===== src/hdl/imu_tracker_packet_decoder_top_defines.svh =====
// Assertion macros for the IMU tracker packet decoder.
`ifndef IMU_TRACKER_PACKET_DECODER_TOP_DEFINES_SVH
`define IMU_TRACKER_PACKET_DECODER_TOP_DEFINES_SVH
`ifndef SYNTHESIS
`define ITPD_ASSERT(lbl, clk, rstn, prop, msg) \
    lbl: assert property (@(posedge clk) disable iff (!rstn) (prop)) else $error(msg);
`define ITPD_ASSERT_ALWAYS(lbl, clk, prop, msg) \
    lbl: assert property (@(posedge clk) (prop)) else $error(msg);
`else
`define ITPD_ASSERT(lbl, clk, rstn, prop, msg)
`define ITPD_ASSERT_ALWAYS(lbl, clk, prop, msg)
`endif
`endif


===== src/hdl/itpd_pkg.sv =====
// Types, constants and helper functions of the IMU tracker packet decoder.
package itpd_pkg;

    localparam int TRK_W = 6;

    localparam logic [7:0] TYPE_INFO = 8'd0;
    localparam logic [7:0] TYPE_FULL = 8'd1;
    localparam logic [7:0] TYPE_ROT  = 8'd2;
    localparam logic [7:0] TYPE_QUAT = 8'd4;
    localparam logic [7:0] TYPE_REG  = 8'd255;

    localparam logic [1:0] RES_INFO = 2'd0;
    localparam logic [1:0] RES_ROT  = 2'd1;
    localparam logic [1:0] RES_ACC  = 2'd2;
    localparam logic [1:0] RES_BAT  = 2'd3;

    localparam logic [30:0] HALF_PI_Q30 = 31'd1686629713;
    localparam logic [31:0] PI_Q30      = 32'd3373259426;
    localparam logic [29:0] GAIN_Q30    = 30'd652032874;
    localparam int          SQRT_STEPS  = 16;

    typedef struct packed {
        logic [63:0] packet_low;
        logic [63:0] packet_high;
        logic [6:0]  report_length;
        logic [31:0] now_ms;
    } t_in_item;

    typedef struct packed {
        logic [1:0]         result_kind;
        logic [3:0]         tracker_index;
        logic signed [15:0] comp_x;
        logic signed [15:0] comp_y;
        logic signed [15:0] comp_z;
        logic signed [15:0] comp_w;
        logic [47:0]        mac_address;
        logic [7:0]         imu_id;
        logic [7:0]         board_id;
        logic [7:0]         mcu_id;
        logic [23:0]        firmware_version;
        logic               last_of_run;
    } t_out_item;

    typedef enum logic [2:0] {
        CMD_MAC,
        CMD_INFO,
        CMD_RAW1,
        CMD_RAW4,
        CMD_ROT
    } t_cmd_kind;

    typedef struct packed {
        t_cmd_kind          kind;
        logic [TRK_W-1:0]   trk;
        logic [127:0]       pkt;
        logic [31:0]        now;
    } t_cmd;

    typedef enum logic {
        F_IDLE,
        F_EXEC
    } t_fstate;

    typedef enum logic [3:0] {
        B_IDLE,
        B_DECODE,
        B_SQRT,
        B_MULA,
        B_DIVA_GO,
        B_DIVA_WT,
        B_CORDIC,
        B_MULQ,
        B_DIVQ_GO,
        B_DIVQ_WT,
        B_INFO,
        B_QUAT,
        B_ACC,
        B_BAT
    } t_bstate;

    function automatic logic [29:0] atan_q30(input logic [4:0] idx);
        logic [29:0] r;
        case (idx)
            5'd0:    r = 30'd843314857;
            5'd1:    r = 30'd497837829;
            5'd2:    r = 30'd263043837;
            5'd3:    r = 30'd133525159;
            5'd4:    r = 30'd67021687;
            5'd5:    r = 30'd33543516;
            5'd6:    r = 30'd16775851;
            5'd7:    r = 30'd8388437;
            5'd8:    r = 30'd4194283;
            5'd9:    r = 30'd2097149;
            5'd10:   r = 30'd1048576;
            5'd11:   r = 30'd524288;
            5'd12:   r = 30'd262144;
            5'd13:   r = 30'd131072;
            5'd14:   r = 30'd65536;
            5'd15:   r = 30'd32768;
            5'd16:   r = 30'd16384;
            5'd17:   r = 30'd8192;
            5'd18:   r = 30'd4096;
            5'd19:   r = 30'd2048;
            5'd20:   r = 30'd1024;
            5'd21:   r = 30'd512;
            5'd22:   r = 30'd256;
            5'd23:   r = 30'd128;
            default: r = 30'd0;
        endcase
        return r;
    endfunction

    function automatic logic [15:0] sat16(input logic signed [33:0] v);
        logic [15:0] r;
        if (v > 34'sd32767) begin
            r = 16'h7fff;
        end else if (v < -34'sd32768) begin
            r = 16'h8000;
        end else begin
            r = v[15:0];
        end
        return r;
    endfunction

endpackage


===== src/hdl/itpd_queue.sv =====
// Short command queue between the decoder front and back.
module itpd_queue #(
    parameter int DEPTH = 4
) (
    input  logic           i_clk,
    input  logic           i_rst_n,
    input  logic           i_push,
    input  itpd_pkg::t_cmd i_data,
    input  logic           i_pop,
    output itpd_pkg::t_cmd o_data,
    output logic           o_empty,
    output logic           o_full
);
    import itpd_pkg::*;

    localparam int PW = (DEPTH > 1) ? $clog2(DEPTH) : 1;
    localparam int CW = $clog2(DEPTH + 1);

    t_cmd          r_mem [DEPTH];
    logic [PW-1:0] r_wr;
    logic [PW-1:0] r_rd;
    logic [CW-1:0] r_cnt;
    logic          do_push;
    logic          do_pop;

    assign o_empty = (r_cnt == '0);
    assign o_full  = (r_cnt == CW'(DEPTH));
    assign o_data  = r_mem[r_rd];
    assign do_push = i_push && !o_full;
    assign do_pop  = i_pop && !o_empty;

    always_ff @(posedge i_clk) begin
        if (do_push) begin
            r_mem[r_wr] <= i_data;
        end
    end

    always_ff @(posedge i_clk) begin
        if (!i_rst_n) begin
            r_wr  <= '0;
            r_rd  <= '0;
            r_cnt <= '0;
        end else begin
            if (do_push) begin
                r_wr <= (r_wr == PW'(DEPTH - 1)) ? '0 : r_wr + 1'b1;
            end
            if (do_pop) begin
                r_rd <= (r_rd == PW'(DEPTH - 1)) ? '0 : r_rd + 1'b1;
            end
            if (do_push && !do_pop) begin
                r_cnt <= r_cnt + 1'b1;
            end else if (do_pop && !do_push) begin
                r_cnt <= r_cnt - 1'b1;
            end
        end
    end

endmodule


===== config.mk =====
export PLATFORM = sky130hd
export DESIGN_NAME = itpd_queue
export DESIGN_NICKNAME = d
export VERILOG_FILES = /design/src/hdl/imu_tracker_packet_decoder_top_defines.svh /design/src/hdl/itpd_pkg.sv /design/src/hdl/itpd_queue.sv
export SDC_FILE = /design/constraint.sdc
export NUM_CORES = 1
export LEC_CHECK = 0
export ABC_AREA = 1
export ABC_CLOCK_PERIOD_IN_PS = 10600
export BUFFER_PORTS_ARGS = -buffer_cell sky130_fd_sc_hd__buf_2
export CAP_MARGIN = 20
export CORE_MARGIN = 2
export CORE_UTILIZATION = 57
export CTS_BUF_LIST = sky130_fd_sc_hd__clkbuf_4 sky130_fd_sc_hd__clkbuf_8 sky130_fd_sc_hd__clkbuf_16
export CTS_CLUSTER_SIZE = 28
export DETAILED_ROUTE_END_ITERATION = 8
export HOLD_SLACK_MARGIN = 0.02
export PLACE_DENSITY_LB_ADDON = 0.12
export SKIP_LAST_GASP = 1
export SLEW_MARGIN = 20
export SYNTH_ARGS = -nofsm -noshare
export SYNTH_HDL_FRONTEND = slang
export SYNTH_SLANG_ARGS = --single-unit

===== constraint.sdc =====
create_clock -name i_clk -period 10.6 [get_ports i_clk]
set_input_delay 1.59 -clock i_clk [delete_from_list [all_inputs] [get_ports i_clk]]
set_output_delay 1.59 -clock i_clk [all_outputs]
set_load 0.02 [all_outputs]

==> key figures <==
Final layout
  – Nets@finish: 2202
  – Final Non-Filler Cells: 2672
  – Area grow syn2layout: 16.7%
  – Share of layout cells above drive strength 1: 0.225

Clock tree
  – CTS max path bufs: 3
  – Root Driver: clkbuf_16
  – Post-CTS Hold Fix Bufs: 0
  – Cts bufs inserted: 68
  – Clk slew on worst S/H paths: 0.06 ns
  – CTS sink count: 685
  – PostCTS Resize Cnt: 0
  – CTS tree: done
  – Htree depth: 3
  – Worst skew pair latency: 0.58 ns
  – Post-CTS Setup Bufs: 0

Drt
  – Antenna Nets Post-Route: 0
  – Residual DRC: 0
  – Vias per cell: 5.71
  – Detailed-route wire length: 55.5 mm
  – Avg WL per Cell: 20.8 um
  – DR vias: 15300
  – DRT iter0 DRCs: 1302
  – DR pass1 iterations: 6

Global routing
  – First-pass GRT wire length: 83.9 mm
  – Vias in the first global route: 14600
  – Grt total ovfl: 0
  – Largest net degree at the start of global routing: 250
  – GRT Total Usage: 0.237
  – Initial antenna violation count: 17

Critical path
  – Req. time, crit path: 9.01 ns
  – CP Launch Type: flop
  – CP max FO: 104
  – CP Capture Type: output port
  – Crit path arrival time: 3.92 ns
  – WS Path Type: reg -> out

Yosys
  – Main synth FF type: edfxtp_1
  – Most frequent cells after synthesis: 676 x edfxtp_1, 355 x nor2_1, 189 x o21ai_0
  – Post-synth top area share: 0.801
  – Post-synthesis register bit count: 685
  – Most numerous cell in the Yosys netlist: edfxtp_1
  – Synthesized instance count: 1706
  – Top post-synthesis cells by area: edfxtp_1 80%, nor2_1 5.3%, o22ai_1 4.2%
  – Post-synth EDFFs: 676
  – Syn. warnings: 0
  – Synthesized Nets: 1886
  – Count of different cell masters after synthesis: 20
  – Area leader, netlist: edfxtp_1
  – Register area share after synthesis: 0.808
  – Mean post-synth cell area: 14.9 sq um
  – Asr flop ratio synth: 0
  – Mapped Area: 0.0253 sq mm

STA
  – Final setup margin: 5.09 ns
  – Fin crit period: 5.51 ns
  – Final Cycle Share: 0.520
  – Slew Limit Fails: 0
  – TNS Setup: 0 ns
  – Final Hold Fails: 0
  – Final setup viols: 0
  – Min Hold Slack: 0.519 ns
  – Relative slew margins: 0.297
  – Final Skew: 0.0232 ns
  – Fmax: 0.181 GHz
  – RSZ-0062 raised after global routing: false
  – Worst-Margin Slew: 1.06 ns

Outcome
  – Status: complete, no violations

Floorplan
  – Core box area: 0.0440 sq mm
  – Die Y: 215 um
  – Starting Density: 0.576
  – Width of the die: 215 um
  – Rows: 77
  – DIE AREA: 0.0462 sq mm
  – IO Count: 344

Power
  – Maximum vdd drop: 200 uV
  – PD cells: 265 mW/mm^2
  – Pleak: 10.3 nW

Hold path
  – Min-delay worst type: reg -> reg

Placed design
  – Port Buf Inserts: 343
  – Final HPWL DP: 29.7 mm
  – Placed Cells: 2543
  – Pre-CTS setup slack: 5.72 ns
  – Placer Congestion: 0.798

Flow run
  – Max Cap Violations: 0
## per-layer routing
metal	global-route usage	share of wire
met3	0.0650	0.081
met4	0.0789	0.022
met1	0.321	0.41
met5	0	0.0017
met2	0.375	0.48
## worst paths after layout
check                           startpoint           end  slack (ns)  depth (start not counted)
worst max-delay path                  flop   o_data[101]        5.09                          5
worst min register to register    r_cnt[0]      r_cnt[0]        0.52                          2
worst max register to register    r_cnt[1]  r_mem[2][73]        7.58                          6
worst min-delay path              r_cnt[0]      r_cnt[0]        0.52                          2
## registers in the layout, summed over array words and instances, names as in the netlist, named ones only
register / flops
r_cnt: 3
r_mem: 676
r_rd: 2
r_wr: 2
## kinds of logic after synthesis
logic type | after synthesis | synth area share
AND/OR/NAND/NOR | 373 | 0.0555
flip-flops | 685 | 0.808
adder cells (fa/ha/maj) | 7 | 0.00375
buffers and inverters | 130 | 0.0235
AO/OA/AOI/OAI | 511 | 0.109
## cell type report
type | count | area [sq um]
sequential | 685 | 20500
fill | 3073 | 14400
multi-input combinational | 891 | 4300
clock buffer | 88 | 1890
timing repair buffer | 357 | 1880
tap | 592 | 741
clock inverter | 28 | 175
inverter | 19 | 86.3
antenna | 12 | 30.0
## per-stage QoR
step                      area, sq um  utilization  total power [mW]
after floorplan                 25300            -              4.95
after global placement          27500        0.624              5.65
after detailed placement        27500        0.624              5.69
after CTS                       29500        0.671              7.90
after global routing            29600        0.672              8.20
final                           29600        0.672              7.85
## cell usage in the layout (no fill, tap or decap), types with 2 or more instances in the layout
cell type and n:
dfxtp_1 7, nand2_1 15, nor2_4 4, clkinv_8 2, buf_4 10, clkbuf_16 70, edfxtp_1 676, clkinv_2 6
inv_1 17, dfxtp_4 2, o22ai_1 169, ha_1 6, a21oi_1 2, buf_12 3, diode_2 12, o21ai_1 151
clkbuf_4 18, buf_2 343, o21ai_0 189, clkinv_1 15, nor2_1 351, inv_6 4
## power by group
| part | internal, mW | leakage (nW) | total (mW) | switching (mW) |
|---|---|---|---|---|
| logic | 0.618 | 3.00 | 2.23 | 1.61 |
| registers | 3.30 | 6.27 | 3.40 | 0.0945 |
| clock network | 1.28 | 1.03 | 2.22 | 0.940 |
| total | 5.20 | 10.3 | 7.85 | 2.65 |
## worst max-delay path, stage by stage (launching register included)
cell and delay, ns:
dfxtp_4 0.82, buf_4 0.73, buf_4 0.87, o21ai_0 0.22
o22ai_1 0.30, buf_2 0.22
Note: power is estimated with default switching activity, not from simulation.
