===== src/hdl/imu_tracker_packet_decoder_top_defines.svh =====
// Assertion macros for the IMU tracker packet decoder.
`ifndef IMU_TRACKER_PACKET_DECODER_TOP_DEFINES_SVH
`define IMU_TRACKER_PACKET_DECODER_TOP_DEFINES_SVH
`ifndef SYNTHESIS
`define ITPD_ASSERT(lbl, clk, rstn, prop, msg) \
    lbl: assert property (@(posedge clk) disable iff (!rstn) (prop)) else $error(msg);
`define ITPD_ASSERT_ALWAYS(lbl, clk, prop, msg) \
    lbl: assert property (@(posedge clk) (prop)) else $error(msg);
`else
`define ITPD_ASSERT(lbl, clk, rstn, prop, msg)
`define ITPD_ASSERT_ALWAYS(lbl, clk, prop, msg)
`endif
`endif


===== src/hdl/itpd_pkg.sv =====
// Types, constants and helper functions of the IMU tracker packet decoder.
package itpd_pkg;

    localparam int TRK_W = 6;

    localparam logic [7:0] TYPE_INFO = 8'd0;
    localparam logic [7:0] TYPE_FULL = 8'd1;
    localparam logic [7:0] TYPE_ROT  = 8'd2;
    localparam logic [7:0] TYPE_QUAT = 8'd4;
    localparam logic [7:0] TYPE_REG  = 8'd255;

    localparam logic [1:0] RES_INFO = 2'd0;
    localparam logic [1:0] RES_ROT  = 2'd1;
    localparam logic [1:0] RES_ACC  = 2'd2;
    localparam logic [1:0] RES_BAT  = 2'd3;

    localparam logic [30:0] HALF_PI_Q30 = 31'd1686629713;
    localparam logic [31:0] PI_Q30      = 32'd3373259426;
    localparam logic [29:0] GAIN_Q30    = 30'd652032874;
    localparam int          SQRT_STEPS  = 16;

    typedef struct packed {
        logic [63:0] packet_low;
        logic [63:0] packet_high;
        logic [6:0]  report_length;
        logic [31:0] now_ms;
    } t_in_item;

    typedef struct packed {
        logic [1:0]         result_kind;
        logic [3:0]         tracker_index;
        logic signed [15:0] comp_x;
        logic signed [15:0] comp_y;
        logic signed [15:0] comp_z;
        logic signed [15:0] comp_w;
        logic [47:0]        mac_address;
        logic [7:0]         imu_id;
        logic [7:0]         board_id;
        logic [7:0]         mcu_id;
        logic [23:0]        firmware_version;
        logic               last_of_run;
    } t_out_item;

    typedef enum logic [2:0] {
        CMD_MAC,
        CMD_INFO,
        CMD_RAW1,
        CMD_RAW4,
        CMD_ROT
    } t_cmd_kind;

    typedef struct packed {
        t_cmd_kind          kind;
        logic [TRK_W-1:0]   trk;
        logic [127:0]       pkt;
        logic [31:0]        now;
    } t_cmd;

    typedef enum logic {
        F_IDLE,
        F_EXEC
    } t_fstate;

    typedef enum logic [3:0] {
        B_IDLE,
        B_DECODE,
        B_SQRT,
        B_MULA,
        B_DIVA_GO,
        B_DIVA_WT,
        B_CORDIC,
        B_MULQ,
        B_DIVQ_GO,
        B_DIVQ_WT,
        B_INFO,
        B_QUAT,
        B_ACC,
        B_BAT
    } t_bstate;

    function automatic logic [29:0] atan_q30(input logic [4:0] idx);
        logic [29:0] r;
        case (idx)
            5'd0:    r = 30'd843314857;
            5'd1:    r = 30'd497837829;
            5'd2:    r = 30'd263043837;
            5'd3:    r = 30'd133525159;
            5'd4:    r = 30'd67021687;
            5'd5:    r = 30'd33543516;
            5'd6:    r = 30'd16775851;
            5'd7:    r = 30'd8388437;
            5'd8:    r = 30'd4194283;
            5'd9:    r = 30'd2097149;
            5'd10:   r = 30'd1048576;
            5'd11:   r = 30'd524288;
            5'd12:   r = 30'd262144;
            5'd13:   r = 30'd131072;
            5'd14:   r = 30'd65536;
            5'd15:   r = 30'd32768;
            5'd16:   r = 30'd16384;
            5'd17:   r = 30'd8192;
            5'd18:   r = 30'd4096;
            5'd19:   r = 30'd2048;
            5'd20:   r = 30'd1024;
            5'd21:   r = 30'd512;
            5'd22:   r = 30'd256;
            5'd23:   r = 30'd128;
            default: r = 30'd0;
        endcase
        return r;
    endfunction

    function automatic logic [15:0] sat16(input logic signed [33:0] v);
        logic [15:0] r;
        if (v > 34'sd32767) begin
            r = 16'h7fff;
        end else if (v < -34'sd32768) begin
            r = 16'h8000;
        end else begin
            r = v[15:0];
        end
        return r;
    endfunction

endpackage


===== src/hdl/itpd_front.sv =====
// Decoder front: length check, id lookup, registration, command issue.
module itpd_front #(
    parameter int MAX_TRACKERS = 15
) (
    input  logic               i_clk,
    input  logic               i_rst_n,
    input  logic               i_in_valid,
    output logic               o_in_stall,
    input  itpd_pkg::t_in_item i_in,
    output logic               o_push,
    output itpd_pkg::t_cmd     o_cmd,
    input  logic               i_full
);
    import itpd_pkg::*;

    localparam int FW = $clog2(MAX_TRACKERS + 1);

    t_fstate       r_state;
    t_fstate       n_state;
    logic [127:0]  r_pkt;
    logic [31:0]   r_now;
    logic [FW-1:0] r_id_mem [256];
    logic [FW-1:0] r_idx_rd;
    logic [255:0]  r_id_vld;
    logic [FW-1:0] r_next_free;

    logic          accept;
    logic          len_ok;
    logic [7:0]    pkt_type;
    logic [7:0]    pkt_id;
    logic          id_vld;
    logic          can_reg;
    logic          is_reg;
    logic          want_push;
    logic          do_reg;
    t_cmd_kind     kind;

    assign len_ok   = (i_in.report_length != '0) && (i_in.report_length[3:0] == 4'd0);
    assign pkt_type = r_pkt[7:0];
    assign pkt_id   = r_pkt[15:8];
    assign id_vld   = r_id_vld[pkt_id];
    assign can_reg  = !id_vld && (r_next_free < FW'(MAX_TRACKERS));
    assign is_reg   = (pkt_type == TYPE_REG);

    always_comb begin
        kind = CMD_MAC;
        unique case (pkt_type)
            TYPE_INFO: kind = CMD_INFO;
            TYPE_FULL: kind = CMD_RAW1;
            TYPE_QUAT: kind = CMD_RAW4;
            TYPE_ROT:  kind = CMD_ROT;
            default:   kind = CMD_MAC;
        endcase
    end

    always_comb begin
        n_state = r_state;
        unique case (r_state)
            F_IDLE: begin
                if (i_in_valid && len_ok) begin
                    n_state = F_EXEC;
                end
            end
            F_EXEC: begin
                if (!(want_push && i_full)) begin
                    n_state = F_IDLE;
                end
            end
            default: n_state = F_IDLE;
        endcase
    end

    always_comb begin
        o_in_stall = (r_state != F_IDLE);
        accept     = i_in_valid && !o_in_stall;
        want_push  = 1'b0;
        if (r_state == F_EXEC) begin
            if (is_reg) begin
                want_push = id_vld || can_reg;
            end else begin
                want_push = id_vld && (pkt_type == TYPE_INFO || pkt_type == TYPE_FULL ||
                                       pkt_type == TYPE_ROT || pkt_type == TYPE_QUAT);
            end
        end
        o_push    = want_push && !i_full;
        do_reg    = o_push && is_reg && can_reg;
        o_cmd.kind = is_reg ? CMD_MAC : kind;
        o_cmd.trk  = id_vld ? TRK_W'(r_idx_rd) : TRK_W'(r_next_free);
        o_cmd.pkt  = r_pkt;
        o_cmd.now  = r_now;
    end

    always_ff @(posedge i_clk) begin
        if (accept) begin
            r_pkt    <= {i_in.packet_high, i_in.packet_low};
            r_now    <= i_in.now_ms;
            r_idx_rd <= r_id_mem[i_in.packet_low[15:8]];
        end
        if (do_reg) begin
            r_id_mem[pkt_id] <= r_next_free;
        end
    end

    always_ff @(posedge i_clk) begin
        if (!i_rst_n) begin
            r_state     <= F_IDLE;
            r_id_vld    <= '0;
            r_next_free <= '0;
        end else begin
            r_state <= n_state;
            if (do_reg) begin
                r_id_vld[pkt_id] <= 1'b1;
                r_next_free      <= r_next_free + 1'b1;
            end
        end
    end

endmodule


===== config.mk =====
export PLATFORM = sky130hd
export DESIGN_NAME = itpd_front
export DESIGN_NICKNAME = d
export VERILOG_FILES = /design/src/hdl/imu_tracker_packet_decoder_top_defines.svh /design/src/hdl/itpd_pkg.sv /design/src/hdl/itpd_front.sv
export SDC_FILE = /design/constraint.sdc
export NUM_CORES = 1
export LEC_CHECK = 0
export BUFFER_PORTS_ARGS = -buffer_cell sky130_fd_sc_hd__buf_2
export CAP_MARGIN = 40
export CORE_MARGIN = 2
export CORE_UTILIZATION = 35
export DETAILED_ROUTE_END_ITERATION = 6
export PLACE_DENSITY_LB_ADDON = 0.2
export SETUP_SLACK_MARGIN = 0.05
export SYNTH_ARGS = -nofsm -noshare
export SYNTH_HDL_FRONTEND = slang
export SYNTH_SLANG_ARGS = --single-unit

===== constraint.sdc =====
create_clock -name i_clk -period 11.3 [get_ports i_clk]
set_input_delay 0 -clock i_clk [delete_from_list [all_inputs] [get_ports i_clk]]
set_output_delay 0 -clock i_clk [all_outputs]
set_load 0.005 [all_outputs]

==> impl_metrics.yaml, run 1 <==
setup_path:
  crit_arrival_ps: 5520
  r2r_start: "r_pkt[8]"
  cp_slowest_cell: "nor3_1"
  crit_buf_inv: 3
  reg2reg_depth: 10
  crit_top_cell: "buf_4"
  startpoint_type: "flop"
  reg2reg_slack_ps: 6180
  r2r-end: "r_id_mem[254][1]"
  critical_path.cell_chain: "buf_4, mux4_2, nor2b_1, a211oi_1, a31oi_1, a31oi_2, nand4_4, buf_4, buf_4, nor3_1"
  cp_num_cells: 10
  critPathMaxStageDelay_ps: 720
  required_ps: 11710
  crit_type: "reg -> reg"
  critPathMaxFanout: 35
  endpoint_kind: "flop"
  crit_family: "buffers and inverters"
pwr:
  power_density_nw_per_um2: 163
  p_sw_uw: 2450
  p_comb_frac: 0.042
  switching_share: 0.218
  p_int_uw: 8770
  clkPwrFrac: 0.445
  peakVddDrop_v: 0.000124
  power_frac_seq: 0.513
  leakage_uw: 0.0212
synthesis:
  synth_simple_gate_area_frac: 0.0501
  synthCells: 2828
  synth.area.top_cells: "edfxtp_1, mux4_2, dfxtp_1"
  avgSynthCellArea_sq_um: 19.9
  synth_flop_cell: "edfxtp_1"
  synthMuxAreaShare: 0.160
  synthAdderAreaFrac: 0.000400
  yosysTopAreaCell: "edfxtp_1"
  synth_seq_cells: 1449
  ys_types: 45
  synth_top_family_by_area: "multiplexers"
  synth-edff-count: 1188
  yosysTopAreaCellShare: 0.633
  synth-async-reset-ratio: 0
  synth_compound_area_frac: 0.0444
  ys_seq_area_frac: 0.726
  synth-xor-area-share: 0.000156
  ys_warn_count: 0
  synth_area_sq_um: 56300
global_route:
  grt_first_pass_wirelength_mm: 231
  grt_use_total: 0.196
  grt.overflow.total: 0
  grt_max_degree: 188
  antenna_found_initial: 9
  grt_pass1_vias: 30752
clock_network:
  cts_tree: "yes"
  cts_sinks: 1449
  numCtsBuffers: 152
  cts_root_buf: "clkbuf_16"
  cts_resized: 0
  clkLatencyLatePin_ps: 820
  cts_max_level: 4
  path_clk_slew_ps: 60
  clk_path_buf_depth: 3
sta:
  fin_hold_ws_ps: 90.7
  maxSlewViolCount: 0
  hold_viol_final: 0
  fin_crit_ps: 5120
  fmax_mhz: 195
  fin_skew_ps: 47.4
  final-setup-viol-count: 0
  worst_slew_pin_slew_ps: 929
  rsz0062_at_grt: "false"
  tns_ps: 0
  maxSlewHeadroom: 0.381
  final.period_utilization: 0.453
placement:
  dpl.hpwl_mm: 102
  place.gp.congestion: 0.838
  placement.io_buffers: 339
route:
  wire_per_inst_microns: 28.0
  vias: 30406
  routed_wl_mm: 163
  vias_per_cell: 5.24
  drc: 0
  ant_nets: 0
  dr.pass1.iters: 7
  drt_iter0_markers: 2697
min_path:
  hp-start: "i_full"
  hold_class: "in -> reg"
  worstHoldPathCells: 4
  whs_endpoint: "o_in_stall"
final_layout:
  drive_gt1_frac: 0.324
  fillers: 13783
  syn2layout_area_growth_pct: 22.3
  nets: 3682
die:
  initial_core_util: 0.352
  die_w_microns: 405
  fp.dieArea_sq_um: 164000
  io_pins: 342
  dieHeight_microns: 405
  fp-row-count: 147
  core_area_sq_um: 160000
flow_run:
  cap_viol_max_count: 0
status:
  status: "finished, final reports clean"
## tightest hold or removal path: cells and delay by family
family / cells / cell delay [ps]
buf+inv: 2 / 710
simple gates: 1 / 80
compound gates: 1 / 50
## sequential cells by signal (all words and copies together) (netlist names)
register / count
r_id_mem: 1024
r_idx_rd: 4
r_next_free: 4
r_id_vld: 256
r_now: 32
r_pkt: 128
o_in_stall: 1
## placed cells by master (no fill, tap or decap), types with 5 or more instances in the layout
cell type	instances
edfxtp_1	1188
mux4_2	360
buf_2	342
dlygate4sd3_1	315
dfxtp_1	257
o21a_1	256
clkbuf_16	153
nor3_2	134
nor3_1	109
mux2i_1	86
buf_4	60
a22oi_1	44
clkbuf_1	41
nand2_1	38
clkinv_1	25
clkinv_2	23
nand3_1	20
nor3_4	18
clkbuf_8	12
nor2b_1	11
a21oi_1	10
nand2b_1	10
buf_16	10
clkinv_16	9
bufinv_16	9
nor2_1	6
nand3_2	6
buf_12	6
diode_2	5
nand4_1	5
buf_8	5
## layout make-up
class / instances / area, sq um / area share
diodes: 5 / 12.5 / 0.000182
well taps: 2160 / 2700 / 0.0392
multi-input cells: 1169 / 14400 / 0.210
clock buffers: 206 / 4150 / 0.0602
flip-flops and latches: 1449 / 40900 / 0.594
clock inverters: 75 / 873 / 0.0127
repair buffers: 738 / 5790 / 0.0840
## logic make-up (layout without fill, tap and decap cells)
group / after synthesis / count (layout)
compound gates: 333 / 333
xor+xnor: 1 / 1
fa+ha+maj: 2 / 2
buf+inv: 211 / 1019
flops: 1449 / 1449
mux: 450 / 450
other cells: 1 / 7
simple gates: 381 / 381
## cells in the mapped netlist (18+ instances only)
| cell | count |
|---|---|
| edfxtp_1 | 1188 |
| mux4_2 | 360 |
| dfxtp_1 | 261 |
| o21a_1 | 256 |
| nor3_2 | 134 |
| nor3_1 | 109 |
| clkbuf_1 | 101 |
| mux2i_1 | 86 |
| a22oi_1 | 44 |
| buf_2 | 43 |
| nand2_1 | 39 |
| buf_1 | 37 |
| nand3_1 | 26 |
| buf_6 | 24 |
| nor3_4 | 18 |
## worst max-delay path by stage
| stage | from | slack (ps) | to |
|---|---|---|---|
| 2_1_floorplan | o_in_stall | 2700 | o_in_stall |
| 3_3_place_gp | r_pkt[8] | 5990 | r_id_mem[42][0] |
| 3_5_place_dp | r_pkt[8] | 6080 | r_id_mem[222][1] |
| 4_1_cts | r_pkt[8] | 6070 | r_id_mem[222][1] |
| 5_1_grt | r_pkt[8] | 5880 | r_id_mem[222][2] |
| 6_report | r_pkt[8] | 6180 | r_id_mem[254][1] |
## power by group through the flow
stage / registers, uW / clock network [uW] / logic (uW)
after floorplan: 5880 / 0 / 199
after global placement: 5870 / 0 / 372
after detailed placement: 5870 / 0 / 379
after CTS: 5760 / 5090 / 467
after global routing: 5760 / 5290 / 496
final: 5760 / 4990 / 471
## metrics by stage
step	power, uW	util	cell area [sq um]	cells	setup slack [ps]
global placement	6240	0.376	60300	5179	5990
finish	11200	0.430	68900	5802	6180
CTS	11300	0.430	68900	5797	6070
global route	11500	0.430	68900	5800	5880
floorplan	6080	-	56300	2829	2700
detailed placement	6250	0.379	60700	5201	6080
## timing repair
action / in CTS / in global routing
hold buffers: 315 / 0
setup buffers: 0 / 0
endpoints found under the hold margin: 272 / 0
## metal layers
metal,vias up,part of all wire,GRT usage
met4,4,0.028,0.0634
met1,16200,0.43,0.268
met3,222,0.059,0.0387
met5,-,0.00017,0
li1,13023,-,-
met2,957,0.48,0.316
Power figures use the tool's default switching activity.
==> run 2: changes to the inputs <==
--- a/config.mk
+++ b/config.mk
@@ -5,6 +5,7 @@
 export SDC_FILE = /design/constraint.sdc
 export NUM_CORES = 1
 export LEC_CHECK = 0
+export ABC_AREA = 1
 export BUFFER_PORTS_ARGS = -buffer_cell sky130_fd_sc_hd__buf_2
 export CAP_MARGIN = 40
 export CORE_MARGIN = 2
==> constraint.sdc (replaced) <==
create_clock -name i_clk -period 4.1 [get_ports i_clk]
set_input_delay 0 -clock i_clk [delete_from_list [all_inputs] [get_ports i_clk]]
set_output_delay 0 -clock i_clk [all_outputs]
set_load 0.005 [all_outputs]
==> impl_metrics.yaml, run 2 <==
sta:
  maxSlewHeadroom: 0.0913
  fmax_mhz: 258
  worst_slew_pin_slew_ps: 1360
  rsz0062_at_grt: "true"
  final.period_utilization: 0.944
  fin_skew_ps: 36.0
  hold_viol_final: 0
  final-setup-viol-count: 0
  fin_crit_ps: 3870
  fin_hold_ws_ps: 195
  maxSlewViolCount: 0
final_layout:
  fillers: 16000
  syn2layout_area_growth_pct: 21.7
  largest_reg_flops: 1024
  nets: 6484
  mostFrequentLayoutCells: "edfxtp_1, nand2_1, nor2_1"
  fin_area_sq_um: 72900
  final_common_cell: "edfxtp_1"
  utilization: 0.429
  regMostFlops: "r_id_mem"
  drive_gt1_frac: 0.129
  stdcell_count: 8658
  top_regs: "r_id_mem x1024, r_id_vld x256, r_pkt x128"
setup_path:
  startpoint_type: "flop"
  reg2reg_depth: 20
  required_ps: 4540
  crit_type: "reg -> reg"
  critPathMaxFanout: 21
  crit_arrival_ps: 4310
  endpoint_kind: "flop"
die:
  die_w_microns: 418
  core_area_sq_um: 170000
  io_pins: 342
  initial_core_util: 0.353
  fp-row-count: 151
  dieHeight_microns: 418
  fp.dieArea_sq_um: 174000
pwr:
  peakVddDrop_v: 0.000423
  leakage_uw: 0.0259
  power_uw: 31900
  power_density_nw_per_um2: 438
synthesis:
  avgSynthCellArea_sq_um: 10.4
  ys_seq_area_frac: 0.683
  synth-async-reset-ratio: 0
  synth.area.top_cells: "edfxtp_1, dfxtp_1, nand2_1"
  synthCells: 5736
  ys_types: 32
  synth-edff-count: 1188
  synth_commonest_cells: "edfxtp_1, nand2_1, nor2_1"
  synth_flop_cell: "edfxtp_1"
  yosysTopAreaCellShare: 0.596
  synth_area_sq_um: 59900
  synth_seq_cells: 1449
  yosysTopAreaCell: "edfxtp_1"
  yosys.cell_count.top_type: "edfxtp_1"
  ys_warn_count: 0
clock_network:
  cts_max_level: 4
  clk_path_buf_depth: 3
  cts_sinks: 1449
  cts_tree: "yes"
  path_clk_slew_ps: 60
  numCtsBuffers: 157
  cts_root_buf: "clkbuf_16"
  clkLatencyLatePin_ps: 800
global_route:
  grt_first_pass_wirelength_mm: 275
  grt_max_degree: 261
  grt.overflow.total: 0
  antenna_found_initial: 4
  grt_use_total: 0.210
  grt_pass1_vias: 43849
flow_run:
  cap_viol_max_count: 0
placement:
  placed_cells: 8055
  dpl.hpwl_mm: 106
  placement.io_buffers: 339
  place.gp.congestion: 0.853
  dpl-instance-area_sq_um: 64400
route:
  routed_wl_mm: 186
  drt_iter0_markers: 4353
  ant_nets: 0
  drc: 0
  vias_per_cell: 5.07
  dr.pass1.iters: 6
  wire_per_inst_microns: 21.5
  vias: 43872
min_path:
  hold_class: "in -> reg"
  worstHoldPathCells: 5
status:
  status: "finished, final reports clean"
## run 2: cell types whose count changed after synthesis, sizes merged, moves of 305 or more
cell	delta
nand2	+1086
nor2	+968
o21ai	+835
inv	+400
mux4	-360
o22ai	+305
## run 2: through the flow
stage | setup TNS [ps] | worst slack, ps
finish | 0 | 231
global route | -2900 | -34.5
CTS | 0 | 75.6
detailed placement | 0 | 176
global placement | 0 | 194
floorplan | 0 | 381
## run 2: what timing repair did
item	in CTS	in global routing
hold endpoints to repair	326	0
gates resized for setup	2	51
cloned	0	0
buffers inserted	0	0
setup endpoints to repair	2	377
hold buffers	316	0
## run 2: logic make-up (layout without fill, tap and decap cells)
kind of cell,Yosys count,after routing,synth area share
flip-flops,1449,1449,0.683
buffers and inverters,793,1495,0.0530
AO/OA/AOI/OAI,1339,1339,0.125
multiplexers,2,2,0.000376
adder cells (fa/ha/maj),1,1,0.000209
other,1,3,0.0000626
XOR/XNOR,2,2,0.000293
AND/OR/NAND/NOR,2149,2149,0.138
## run 2: worst paths after layout
check / start / to / slack, ps
worst max-delay path: r_pkt[8] / r_id_mem[158][1] / 230
worst min-delay path: i_in[34] / o_in_stall / 200
worst max register to register: r_pkt[8] / r_id_mem[158][1] / 230
worst min register to register: r_id_vld[247] / r_id_vld[247] / 480
## run 2: per-layer routing
metal	part of all wire	wire [microns]	vias up	GRT usage
met5	0	0	-	0
met4	0.033	6160	0	0.0764
li1	-	-	20745	-
met3	0.062	11500	314	0.0347
met1	0.43	80300	21450	0.280
met2	0.47	88000	1363	0.344
## run 2: power breakdown
part           switching, uW  internal (uW)  total [uW]
combinational           1160            612        1770
sequential              39.0          15800       15900
clock                   5850           8450       14300
total                   7050          24900       31900
## run 2: cell type report
class	instances	area [sq um]	area share
multi-input combinational	3495	16000	0.220
timing repair buffer	805	6440	0.0884
inverter	404	1540	0.0211
sequential	1449	40900	0.562
clock buffer	200	4320	0.0593
tap	2218	2780	0.0381
clock inverter	86	871	0.0120
antenna	1	2.50	0.0000343
## run 2: critical path, stage by stage (launching register included)
cell	delay (ps)
edfxtp_1	480
buf_4	230
buf_4	230
nand2_1	100
nand2_1	50
nand2_1	50
nand2_1	80
nand2_1	60
nand2_1	120
nor2_1	130
nor2_1	50
nor2_1	170
nand2_1	70
nand2_1	60
nand2_1	80
nor2_4	170
nand4_4	120
inv_2	80
buf_4	350
nand2_2	400
nor2_1	390
